**src/sv/orq_pkg.sv**
```systemverilog
// Package with the shared types and codes of the ordered request queue.
`default_nettype none
package orq_pkg;

    localparam int DEF_CAPACITY = 16;

    typedef enum logic [2:0] {
        K_PUSH_WAIT = 3'd0,
        K_PUSH_WORK = 3'd1,
        K_POP_FRONT = 3'd2,
        K_POP_BACK  = 3'd3,
        K_RM_VALUE  = 3'd4,
        K_RM_POS    = 3'd5,
        K_CLEAR     = 3'd6
    } t_kind;

    typedef enum logic [1:0] {
        ST_OK     = 2'd0,
        ST_EMPTY  = 2'd1,
        ST_RANGE  = 2'd2,
        ST_FULL   = 2'd3
    } t_status;

    typedef enum logic [2:0] {
        S_IDLE,
        S_EXEC,
        S_RD,
        S_CHK,
        S_SH_CHK,
        S_SH_WR,
        S_DONE
    } t_state;

    typedef enum logic [1:0] {
        SEL_FRONT,
        SEL_BACK,
        SEL_POS
    } t_idx_sel;

    typedef struct packed {
        logic [15:0] value;
        logic [31:0] arrival;
        logic [31:0] delay;
        logic [7:0]  handler;
    } t_entry;

    typedef struct packed {
        logic     load;
        logic     push;
        logic     clear;
        logic     set_idx;
        t_idx_sel idx_sel;
        logic     inc_idx;
        logic     rd_next;
        logic     take;
        logic     shift_wr;
        logic     dec_count;
        logic     set_status;
        t_status  status_val;
        logic     emit;
    } t_cmd;

    typedef struct packed {
        logic [2:0] kind;
        logic       empty;
        logic       full;
        logic       pos_bad;
        logic       last;
        logic       more;
        logic       match;
        logic       out_free;
    } t_stat;

endpackage
`default_nettype wire

```
**src/sv/orq_ram.sv**
```systemverilog
// Generic single-write, single-read RAM with registered read data.
`default_nettype none
module orq_ram #(
    parameter int WIDTH = 8,
    parameter int DEPTH = 16
) (
    input  wire logic                     i_clk,
    input  wire logic                     i_we,
    input  wire logic [$clog2(DEPTH)-1:0] i_waddr,
    input  wire logic [WIDTH-1:0]         i_wdata,
    input  wire logic [$clog2(DEPTH)-1:0] i_raddr,
    output logic      [WIDTH-1:0]         o_rdata
);

    logic [WIDTH-1:0] r_mem [DEPTH];

    always_ff @(posedge i_clk) begin
        if (i_we) begin
            r_mem[i_waddr] <= i_wdata;
        end
        o_rdata <= r_mem[i_raddr];
    end

endmodule
`default_nettype wire

```
**src/sv/orq_ctrl.sv**
```systemverilog
// Controller state machine that sequences each queue operation.
`default_nettype none
module orq_ctrl (
    input  wire logic          i_clk,
    input  wire logic          i_rst_n,
    input  wire logic          i_in_valid,
    output logic               o_in_ready,
    input  wire orq_pkg::t_stat i_stat,
    output orq_pkg::t_cmd      o_cmd
);
    import orq_pkg::*;

    t_state r_state;
    t_state n_state;

    always_ff @(posedge i_clk) begin
        if (!i_rst_n) begin
            r_state <= S_IDLE;
        end else begin
            r_state <= n_state;
        end
    end

    always_comb begin
        n_state    = r_state;
        o_in_ready = 1'b0;
        o_cmd      = '0;
        o_cmd.idx_sel    = SEL_FRONT;
        o_cmd.status_val = ST_OK;
        case (r_state)
            S_IDLE: begin
                o_in_ready = 1'b1;
                if (i_in_valid) begin
                    o_cmd.load = 1'b1;
                    n_state    = S_EXEC;
                end
            end
            S_EXEC: begin
                n_state = S_DONE;
                case (i_stat.kind)
                    K_PUSH_WAIT, K_PUSH_WORK: begin
                        if (i_stat.full) begin
                            o_cmd.set_status = 1'b1;
                            o_cmd.status_val = ST_FULL;
                        end else begin
                            o_cmd.push = 1'b1;
                        end
                    end
                    K_POP_FRONT, K_POP_BACK, K_RM_VALUE, K_RM_POS: begin
                        if (i_stat.kind == K_RM_POS && i_stat.pos_bad) begin
                            o_cmd.set_status = 1'b1;
                            o_cmd.status_val = ST_RANGE;
                        end else if (i_stat.empty) begin
                            o_cmd.set_status = 1'b1;
                            o_cmd.status_val = ST_EMPTY;
                        end else begin
                            o_cmd.set_idx = 1'b1;
                            if (i_stat.kind == K_POP_BACK) begin
                                o_cmd.idx_sel = SEL_BACK;
                            end else if (i_stat.kind == K_RM_POS) begin
                                o_cmd.idx_sel = SEL_POS;
                            end
                            n_state = S_RD;
                        end
                    end
                    K_CLEAR: begin
                        o_cmd.clear = 1'b1;
                    end
                    default: begin
                    end
                endcase
            end
            S_RD: begin
                n_state = S_CHK;
            end
            S_CHK: begin
                if (i_stat.kind == K_RM_VALUE && !i_stat.match) begin
                    if (i_stat.last) begin
                        o_cmd.set_status = 1'b1;
                        o_cmd.status_val = ST_EMPTY;
                        n_state          = S_DONE;
                    end else begin
                        o_cmd.inc_idx = 1'b1;
                        n_state       = S_RD;
                    end
                end else begin
                    o_cmd.take = 1'b1;
                    n_state    = S_SH_CHK;
                end
            end
            S_SH_CHK: begin
                o_cmd.rd_next = 1'b1;
                if (i_stat.more) begin
                    n_state = S_SH_WR;
                end else begin
                    o_cmd.dec_count = 1'b1;
                    n_state         = S_DONE;
                end
            end
            S_SH_WR: begin
                o_cmd.shift_wr = 1'b1;
                o_cmd.inc_idx  = 1'b1;
                n_state        = S_SH_CHK;
            end
            S_DONE: begin
                if (i_stat.out_free) begin
                    o_cmd.emit = 1'b1;
                    n_state    = S_IDLE;
                end
            end
            default: begin
                n_state = S_IDLE;
            end
        endcase
    end

endmodule
`default_nettype wire

```
**src/sv/orq_dp.sv**
```systemverilog
// Datapath with the entry memory, count, index and result registers.
`default_nettype none
module orq_dp #(
    parameter int CAPACITY = orq_pkg::DEF_CAPACITY
) (
    input  wire logic          i_clk,
    input  wire logic          i_rst_n,
    input  wire orq_pkg::t_cmd i_cmd,
    output orq_pkg::t_stat     o_stat,
    input  wire logic [2:0]    i_kind,
    input  wire logic [15:0]   i_entry_value,
    input  wire logic [31:0]   i_arrival_time,
    input  wire logic [31:0]   i_now_time,
    input  wire logic [7:0]    i_handler_id,
    input  wire logic [3:0]    i_position,
    output logic               o_out_valid,
    input  wire logic          i_out_ready,
    output logic [1:0]         o_status,
    output logic [15:0]        o_out_value,
    output logic [31:0]        o_out_arrival,
    output logic [31:0]        o_out_delay,
    output logic [7:0]         o_out_handler,
    output logic [4:0]         o_queue_count
);
    import orq_pkg::*;

    localparam int AW = $clog2(CAPACITY);
    localparam int CW = $clog2(CAPACITY + 1);

    logic [2:0]    r_kind;
    logic [15:0]   r_val;
    logic [31:0]   r_arr;
    logic [31:0]   r_now;
    logic [7:0]    r_hid;
    logic [3:0]    r_pos;
    logic [CW-1:0] r_count;
    logic [AW-1:0] r_idx;
    t_entry        r_rem;
    t_status       r_status;
    logic          r_ovalid;
    t_entry        r_o_entry;
    t_status       r_o_status;
    logic [CW-1:0] r_o_count;

    logic [CW-1:0] idx_p1;
    logic [AW-1:0] raddr;
    logic [AW-1:0] waddr;
    t_entry        wdata;
    t_entry        rdata;
    t_entry        new_entry;
    logic          we;

    assign idx_p1 = CW'(r_idx) + CW'(1);
    assign raddr  = i_cmd.rd_next ? AW'(idx_p1) : r_idx;

    always_comb begin
        new_entry.value   = r_val;
        new_entry.arrival = r_arr;
        if (r_kind == K_PUSH_WORK) begin
            new_entry.delay   = r_now - r_arr;
            new_entry.handler = r_hid;
        end else begin
            new_entry.delay   = '0;
            new_entry.handler = '0;
        end
    end

    assign we    = i_cmd.push || i_cmd.shift_wr;
    assign waddr = i_cmd.push ? AW'(r_count) : r_idx;
    assign wdata = i_cmd.push ? new_entry : rdata;

    orq_ram #(
        .WIDTH ($bits(t_entry)),
        .DEPTH (CAPACITY)
    ) u_mem (
        .i_clk   (i_clk),
        .i_we    (we),
        .i_waddr (waddr),
        .i_wdata (wdata),
        .i_raddr (raddr),
        .o_rdata (rdata)
    );

    always_ff @(posedge i_clk) begin
        if (i_cmd.load) begin
            r_kind   <= i_kind;
            r_val    <= i_entry_value;
            r_arr    <= i_arrival_time;
            r_now    <= i_now_time;
            r_hid    <= i_handler_id;
            r_pos    <= i_position;
            r_rem    <= '0;
            r_status <= ST_OK;
        end
        if (i_cmd.set_status) begin
            r_status <= i_cmd.status_val;
        end
        if (i_cmd.take) begin
            r_rem <= rdata;
        end
        if (i_cmd.set_idx) begin
            case (i_cmd.idx_sel)
                SEL_BACK: r_idx <= AW'(r_count - CW'(1));
                SEL_POS:  r_idx <= AW'(32'(r_pos));
                default:  r_idx <= '0;
            endcase
        end else if (i_cmd.inc_idx) begin
            r_idx <= AW'(idx_p1);
        end
        if (i_cmd.emit) begin
            r_o_entry  <= r_rem;
            r_o_status <= r_status;
            r_o_count  <= r_count;
        end
    end

    always_ff @(posedge i_clk) begin
        if (!i_rst_n) begin
            r_count  <= '0;
            r_ovalid <= 1'b0;
        end else begin
            if (i_cmd.clear) begin
                r_count <= '0;
            end else if (i_cmd.push) begin
                r_count <= r_count + CW'(1);
            end else if (i_cmd.dec_count) begin
                r_count <= r_count - CW'(1);
            end
            if (i_cmd.emit) begin
                r_ovalid <= 1'b1;
            end else if (i_out_ready) begin
                r_ovalid <= 1'b0;
            end
        end
    end

    assign o_stat.kind     = r_kind;
    assign o_stat.empty    = (r_count == '0);
    assign o_stat.full     = (32'(r_count) == CAPACITY);
    assign o_stat.pos_bad  = (32'(r_pos) >= 32'(r_count));
    assign o_stat.last     = (idx_p1 == r_count);
    assign o_stat.more     = (idx_p1 < r_count);
    assign o_stat.match    = (rdata.value == r_val);
    assign o_stat.out_free = !r_ovalid || i_out_ready;

    assign o_out_valid   = r_ovalid;
    assign o_status      = r_o_status;
    assign o_out_value   = r_o_entry.value;
    assign o_out_arrival = r_o_entry.arrival;
    assign o_out_delay   = r_o_entry.delay;
    assign o_out_handler = r_o_entry.handler;
    assign o_queue_count = 5'(r_o_count);

endmodule
`default_nettype wire

```
**src/sv/ordered_request_queue.sv**
```systemverilog
// Top level of the ordered request queue: controller, datapath and checks.
//
//  Channel  Direction  Handshake                  Payload
//  request  in         i_in_valid / o_in_ready    i_kind, i_entry_value, i_arrival_time,
//                                                 i_now_time, i_handler_id, i_position
//  result   out        o_out_valid / i_out_ready  o_status, o_out_value, o_out_arrival,
//                                                 o_out_delay, o_out_handler, o_queue_count
//
// One operation is in flight at a time; a request is taken only in the idle state.
// Push, clear and rejected operations go from the execute state to the done state.
// A removal passes the read and check states, again per entry scanned without a match,
// then the shift states per entry shifted: the entry memory has a single read port.
// The next request can be taken in the cycle in which the result appears.
// Reset empties the queue; entry contents are left as they are.
// A result held by a stalled output stops the next operation at its final step.
`default_nettype none
module ordered_request_queue #(
    parameter int CAPACITY = orq_pkg::DEF_CAPACITY
) (
    input  wire logic        i_clk,
    input  wire logic        i_rst_n,
    input  wire logic        i_in_valid,
    output logic             o_in_ready,
    input  wire logic [2:0]  i_kind,
    input  wire logic [15:0] i_entry_value,
    input  wire logic [31:0] i_arrival_time,
    input  wire logic [31:0] i_now_time,
    input  wire logic [7:0]  i_handler_id,
    input  wire logic [3:0]  i_position,
    output logic             o_out_valid,
    input  wire logic        i_out_ready,
    output logic [1:0]       o_status,
    output logic [15:0]      o_out_value,
    output logic [31:0]      o_out_arrival,
    output logic [31:0]      o_out_delay,
    output logic [7:0]       o_out_handler,
    output logic [4:0]       o_queue_count
);
    import orq_pkg::*;

    t_cmd  cmd;
    t_stat stat;

    orq_ctrl u_ctrl (
        .i_clk      (i_clk),
        .i_rst_n    (i_rst_n),
        .i_in_valid (i_in_valid),
        .o_in_ready (o_in_ready),
        .i_stat     (stat),
        .o_cmd      (cmd)
    );

    orq_dp #(
        .CAPACITY (CAPACITY)
    ) u_dp (
        .i_clk          (i_clk),
        .i_rst_n        (i_rst_n),
        .i_cmd          (cmd),
        .o_stat         (stat),
        .i_kind         (i_kind),
        .i_entry_value  (i_entry_value),
        .i_arrival_time (i_arrival_time),
        .i_now_time     (i_now_time),
        .i_handler_id   (i_handler_id),
        .i_position     (i_position),
        .o_out_valid    (o_out_valid),
        .i_out_ready    (i_out_ready),
        .o_status       (o_status),
        .o_out_value    (o_out_value),
        .o_out_arrival  (o_out_arrival),
        .o_out_delay    (o_out_delay),
        .o_out_handler  (o_out_handler),
        .o_queue_count  (o_queue_count)
    );

    a_push_excl: assert property (@(posedge i_clk) disable iff (!i_rst_n)
        !(cmd.push && (cmd.shift_wr || cmd.dec_count || cmd.clear)))
        else $error("push collides with another queue update");

    a_full_count: assert property (@(posedge i_clk) disable iff (!i_rst_n)
        (o_out_valid && o_status == ST_FULL) |-> (o_queue_count == 5'(CAPACITY)))
        else $error("full status with a queue that is not full");

    a_fail_clean: assert property (@(posedge i_clk) disable iff (!i_rst_n)
        (o_out_valid && o_status != ST_OK) |->
            (o_out_value == '0 && o_out_arrival == '0 && o_out_delay == '0
             && o_out_handler == '0))
        else $error("failed operation reports a removed entry");

    a_emit_free: assert property (@(posedge i_clk) disable iff (!i_rst_n)
        cmd.emit |-> (!o_out_valid || i_out_ready))
        else $error("result written over one not yet taken");

endmodule
`default_nettype wire

```
**config.mk**
```make
export PLATFORM = sky130hd
export DESIGN_NAME = ordered_request_queue
export DESIGN_NICKNAME = d
export VERILOG_FILES = /design/src/sv/orq_pkg.sv /design/src/sv/orq_ram.sv /design/src/sv/orq_ctrl.sv /design/src/sv/orq_dp.sv /design/src/sv/ordered_request_queue.sv
export SDC_FILE = /design/constraint.sdc
export NUM_CORES = 2
export LEC_CHECK = 0
export BUFFER_PORTS_ARGS = -buffer_cell sky130_fd_sc_hd__buf_2
export CORE_AREA = 4 4 376 378
export CTS_CLUSTER_SIZE = 12
export DETAILED_ROUTE_END_ITERATION = 6
export DIE_AREA = 0 0 380 382
export GPL_ROUTABILITY_DRIVEN = 0
export HOLD_SLACK_MARGIN = 0.05
export PLACE_DENSITY = 0.76
export SETUP_SLACK_MARGIN = 0.05
export SYNTH_ARGS = -nofsm -noshare
export SYNTH_HDL_FRONTEND = slang
export SYNTH_SLANG_ARGS = --single-unit
export TNS_END_PERCENT = 50
```
**constraint.sdc**
```tcl
create_clock -name i_clk -period 12.95 [get_ports i_clk]
set_input_delay 0.6475 -clock i_clk [delete_from_list [all_inputs] [get_ports i_clk]]
set_output_delay 0.6475 -clock i_clk [all_outputs]
set_load 0.05 [all_outputs]
```
# [Yosys cells after proc, flatten, opt, wreduce, memory -nomap -nowiden]
# Memory sizes are Yosys's and may differ from the RTL's. A register that Yosys moved wholly into a read port is not among the register bits.
# Index checks and enable logic that the tools add are counted.
[totals] mem_bits_rw=1408 reg_bits=293 out_inout_bits=97 memories=1
[op_classes] magnitude_cmp=2 n_eq_ne=19 reduce_logical=18 add_sub_neg=4 bitwise=1 mux=56
[mem_list] memory="u_dp.u_mem.r_mem" words=16 width=88 read_ports=1 rd_ports_with_merged_regs=1 wr=1 line_no="orq_ram.sv:15" source="logic [WIDTH-1:0] r_mem [DEPTH];"
[ops] cell="88-bit 2-to-1 mux" n=3
[ops] cell="3-bit 2-to-1 mux" n=15
[ops] cell="40-bit 2-to-1 mux" n=1
[ops] cell="32-bit subtractor" n=1
[ops] cell="3-bit case mux with 7 select lines" n=1
[ops] cell="1-bit 2-to-1 mux" n=20
[ops] cell="3-bit equality test (second input constant)" n=6
[ops] cell="16-bit equality test" n=1
[ops] cell="4-bit 2-to-1 mux" n=4
[ops] cell="5-bit 2-to-1 mux" n=3
[ops] cell="3-bit by 2-bit equality test with 1-bit output (second input constant)" n=4
[ops] cell="3-bit case mux with 2 select lines" n=2
[ops] cell="2-bit 2-to-1 mux" n=5
[ops] cell="2-bit nonzero test" n=5
[ops] cell="4-bit case mux with 2 select lines" n=1
[ops] cell="3-bit by 1-bit equality test with 1-bit output (second input constant)" n=2
[ops] cell="3-bit zero test" n=2
[ops] cell="4-bit by 1-bit adder with 5-bit output (second input constant)" n=1
[ops] cell="5-bit by 1-bit adder with 5-bit output (second input constant)" n=1
[ops] cell="5-bit equality test" n=1
[ops] cell="5-bit equality test (second input constant)" n=1
[ops] cell="4-bit by 5-bit >= comparator with 1-bit output" n=1
[ops] cell="5-bit zero test" n=1
[ops] cell="5-bit < comparator" n=1
[ops] cell="other kinds (12)" n=17

# [Depth between registers and ports, before layout]
[logic_depth] word_depth=10 ltp_mapped=13 ltp_nobuf=13

# [Hierarchy]
# From an unflattened synthesis, not the netlist that was laid out.
[unflattened] hier_cells=3203 area_unflattened_um2=67672.4
[modules_own_cells] module="orq_ram" instances=1 area_each_um2=54360.9 seq_area_each_um2=44042.2 cells_per_inst=2256
[modules_own_cells] module="orq_dp" instances=1 area_each_um2=12899.9 seq_area_each_um2=8648.3 cells_per_inst=890
[modules_own_cells] module="orq_ctrl" instances=1 area_each_um2=411.6 seq_area_each_um2=60.1 cells_per_inst=57

# [Least setup slack after synthesis]
# OpenSTA, ideal clock, no wires.
[synth_path] kind="register to register" from="register u_ctrl.r_state[1]" to="memory u_dp.u_mem.r_mem[4][0] in the netlist's numbering, enable pin" path_slack_ps=6992 arrival_time_ps=5423 t_required_ps=12414 stages_incl_launch_ff=9 setup_time_ps=536 n_path_buf=3 cell_sequence="dfxtp_1 clkbuf_1 inv_2 and3_1 clkbuf_1 o211ai_1 clkbuf_1 a31oi_1 nor2_1"
[synth_between] elab_chain_cells=5 word_cells_on_any_way=8
[synth_rtl] element="start: declaration" line_no="orq_ctrl.sv:13" source="t_state r_state;"
[synth_rtl] element="start signal: assignment" line_no="orq_ctrl.sv:20" source="r_state <= n_state;"
[synth_rtl] element="3-bit by 1-bit equality test with 1-bit output / 3-bit equality test (equally long branches)" line_no="orq_ctrl.sv:30" source="case (r_state)"
[synth_rtl] element="5-bit 2-to-1 mux / 1-bit 2-to-1 mux (equally long branches)" line_no="orq_ctrl.sv:30"
[synth_rtl] element="1-bit logical OR" line_no="orq_dp.sv:68" source="assign we = i_cmd.push || i_cmd.shift_wr;"
[synth_rtl] element="1-bit 2-to-1 mux" line_no="orq_ram.sv:18" source="if (i_we) begin"
[synth_rtl] element="1-bit 2-to-1 mux (not written as such)" line_no="orq_ram.sv:19" source="r_mem[i_waddr] <= i_wdata;"
[synth_rtl] element="end: declaration" line_no="orq_ram.sv:15"
# Parallel ways exist; a longest one is shown, timed or not.

# [Worst setup path after layout]
[layout_path] from="register u_ctrl.r_state[2]" to="register u_dp.u_mem.o_rdata[57] (read register of u_dp.u_mem.r_mem)"
[layout_between] elab_chain_cells=3
[layout_rtl] element="3-bit equality test" line_no="orq_ctrl.sv:30"
[layout_rtl] element="1-bit 2-to-1 mux" line_no="orq_ctrl.sv:30"
[layout_rtl] element="4-bit 2-to-1 mux" line_no="orq_dp.sv:54" source="assign raddr = i_cmd.rd_next ? AW'(idx_p1) : r_idx;"
[layout_rtl] element="end: declaration" line_no="orq_ram.sv:12" source="output logic [WIDTH-1:0] o_rdata"
# No other way between the ends.
# A chain may end at the register's enable or synchronous reset.

==> results.yml <==
critical_path:
  start_kind: "flop"
  end_kind: "flop"
  crit_end: "u_dp.u_mem.o_rdata[57]"
  worstSetupPathType: "reg -> reg"
  worst_path_max_delay_cell: "mux2i_4"
  ff2ff_setup_slack_ns: 8.08
  cp_top_family: "buffers and inverters"
  cp_max_fo: 144
  worstReg2RegEnd: "u_dp.u_mem.o_rdata[57]"
  crit_chain: "inv_2, or3_1, mux2i_4, buf_4, buf_12, mux4_2, mux2_2, nand2_1, o21ai_1"
  worst_ep_required_time_ns: 13.60
  path_depth: 9
  worst_path_largest_cell_delay_ns: 0.86
  reg2reg_depth: 9
  worstPathArrival_ns: 5.52
  path_buf_inv: 3
  crit_path_start: "u_ctrl.r_state[2]"
  timing.rr.start: "u_ctrl.r_state[2]"
clock_network:
  cts_max_level: 4
  cts_root_buf: "clkbuf_16"
  cts_tree: "built"
  cts_sinks: 1789
  cts_buffers: 175
  path_clk_slew_ns: 0.06
  clock_path_buffers: 3
  cts.repair.resized: 0
  clock_latency_ns: 0.82
sta:
  clock.fmax_mhz: 205
  fin_crit_sh_pct: 37.6
  tightest_slew_ns: 1.36
  rsz0062_at_grt: "no"
  fin_crit_ns: 4.87
  slew_headroom_pct: 8.80
  hold_viol: 0
  setup-violations-final: 0
  hold_slack_ns: 0.0803
  slew_violations: 0
  setup-tns-final_ns: 0
  fin_skew_ns: 0.0426
yosys:
  synthArstFlopShare_pct: 0
  synth_ff_type: "edfxtp_1"
  ys_types: 64
  ys_seq_area_share_pct: 76.8
  synth_area_sq_um: 68700
  synth_fa_ha_area_share_pct: 0.904
  syn_area_per_cell_sq_um: 20.1
  yosys.area_share.simple_pct: 3.29
  synth-compound-area-share_pct: 2.60
  synth_edf_count: 1692
  ys_warn_count: 0
  muxShareOfSynthArea_pct: 14.4
  synth_nets: 3568
  synth_seq_cells: 1789
  synthXorXnorAreaFrac_pct: 0.611
  synth_top_family_by_area: "multiplexers"
  syn_inst: 3420
route:
  drtIter0Drc: 4491
  via_per_inst: 6.04
  routedWlPerCell_um: 28.2
  wl_mm: 163
  drc_errors: 2
  vias: 34857
  first_pass_iters: 7
  final_antenna_net_count: 0
grt:
  grt_max_degree: 145
  grt_pass1_wl_mm: 240
  grt_overflow: 0
  grt_util_all_layers_pct: 22.5
  grt_pass1_vias: 35589
  antenna_found_initial: 8
hold_path:
  hold_path.class: "in -> reg"
  min-delay-start: "i_position[3]"
run_status:
  violations: "DRC"
  status: "finished, violations left"
pwr:
  power.share.clock_pct: 27.8
  p_per_area_nw_per_um2: 219
  p_int_mw: 12.0
  seqPwrFrac_pct: 46.7
  max-vdd-ir-drop_v: 0.000300
  p_switching_mw: 5.16
  p_leak_nw: 26.1
  switching_share_pct: 30.1
  total_power_mw: 17.2
  combPwrFrac_pct: 25.5
floorplanning:
  dieHeight_um: 382
  ios: 196
  die-area_sq_um: 145000
  die_x_um: 380
  fp-row-count: 136
  initial_utilization_pct: 49.9
  core_sq_um: 137000
cells_and_area:
  final_common_cell: "edfxtp_1"
  nets: 3980
  final_layout_size_suffix_gt1_share_pct: 25.0
  area_delta_synth_final_pct: 14.3
  layout_common_cells: "edfxtp_1, mux4_2, nand2_1"
place:
  io_buffers: 195
  hpwlAfterDp_mm: 90.3
run:
  maxCapViolations: 0
-- registers in the layout, summed over array words and instances (netlist names) --
name and count:
u_ctrl.r_state 3, u_dp.o_out_arrival 32, u_dp.o_out_delay 32, u_dp.o_out_handler 8, u_dp.o_out_valid 1, u_dp.o_out_value 16
u_dp.o_queue_count 5, u_dp.o_status 2, u_dp.r_arr 32, u_dp.r_count 5, u_dp.r_hid 8, u_dp.r_idx 4
u_dp.r_kind 3, u_dp.r_now 32, u_dp.r_pos 4, u_dp.r_rem 88, u_dp.r_status 2, u_dp.r_val 16
u_dp.u_mem.o_rdata 88, u_dp.u_mem.r_mem 1408
-- synth_stat cells, types with 8 or more instances --
master,count,area [sq um]
buf_6,10,113
dfxtp_1,97,1940
ha_1,48,601
o211ai_1,8,60.1
nand2_1,252,946
o21ai_1,88,440
mux2_2,91,1020
edfxtp_1,1692,50800
and2_1,90,563
a31oi_1,12,75.1
xnor2_1,33,289
o21ai_0,76,380
buf_1,13,48.8
a21o_1,17,128
nand3_1,31,155
clkbuf_1,86,323
mux2i_1,92,921
nor3_1,12,60.1
a21oi_1,44,220
buf_2,42,210
inv_1,51,191
mux4_2,352,7930
xor2_1,13,114
nor2_1,48,180
nand4_1,13,81.3
-- cell families after synthesis --
family | after synthesis
flops | 1789
simple gates | 486
buf+inv | 212
mux | 535
fa+ha+maj | 49
compound gates | 302
xor+xnor | 47
-- worst register-to-register path, stage by stage (launching register included) --
cell	delay, ns
dfxtp_1	0.46
inv_2	0.14
or3_1	0.51
mux2i_4	0.86
buf_4	0.75
buf_12	0.87
mux4_2	0.63
mux2_2	0.28
nand2_1	0.15
o21ai_1	0.09
-- final cells by class --
class / count / area, sq um
diodes: 2 / 5.00
clock inverters: 32 / 477
repair buffers: 392 / 2750
flip-flops and latches: 1789 / 52800
well taps: 1794 / 2240
clock buffers: 284 / 4910
multi-input cells: 1419 / 15200
fillers: 9686 / 59000
inverters: 55 / 206
-- worst min-delay path by stage --
stage	to	slack, ns	cells after the start
final	u_dp.r_pos[3]	0.08	1
after detailed placement	u_dp.o_out_arrival[23]	0.40	0
after global routing	u_dp.r_pos[3]	0.07	1
after CTS	u_dp.r_pos[0]	0.05	1
after global placement	u_dp.o_out_value[6]	0.40	0
after floorplan	u_dp.o_out_arrival[0]	0.40	0
-- power groups by stage --
stage	Sequential [mW]	Combinational [mW]	Clock, mW
after floorplan	8.01	2.94	0
after global routing	8.03	4.72	5.12
after global placement	8.09	4.21	0
after detailed placement	8.10	4.32	0
after CTS	7.99	4.38	4.84
final	8.01	4.37	4.78
-- routing by layer --
layer  vias up  part of all wire (%)  GRT usage (%)
li1      14571                     -              -
met2      1955                    48           35.8
met4         0                   2.8           6.57
met3       286                    10           5.58
met1     18045                    39           31.2
met5         -                     0              0
-- metrics by stage --
step | setup WS (ns) | util, % | instances | area, sq um
floorplan | 6.99 | - | 3420 | 68700
global placement | 8.29 | 52.5 | 5358 | 72200
detailed placement | 8.20 | 52.5 | 5358 | 72200
CTS | 8.18 | 57.1 | 5765 | 78500
global route | 7.78 | 57.1 | 5766 | 78500
finish | 8.08 | 57.1 | 5767 | 78500
-- repair_timing --
item | CTS | global route
endpoints found under the setup margin | 0 | 0
buffers inserted | 0 | 0
hold buffers | 91 | 0
endpoints found under the hold margin | 91 | 0
Power figures use the tool's default switching activity.
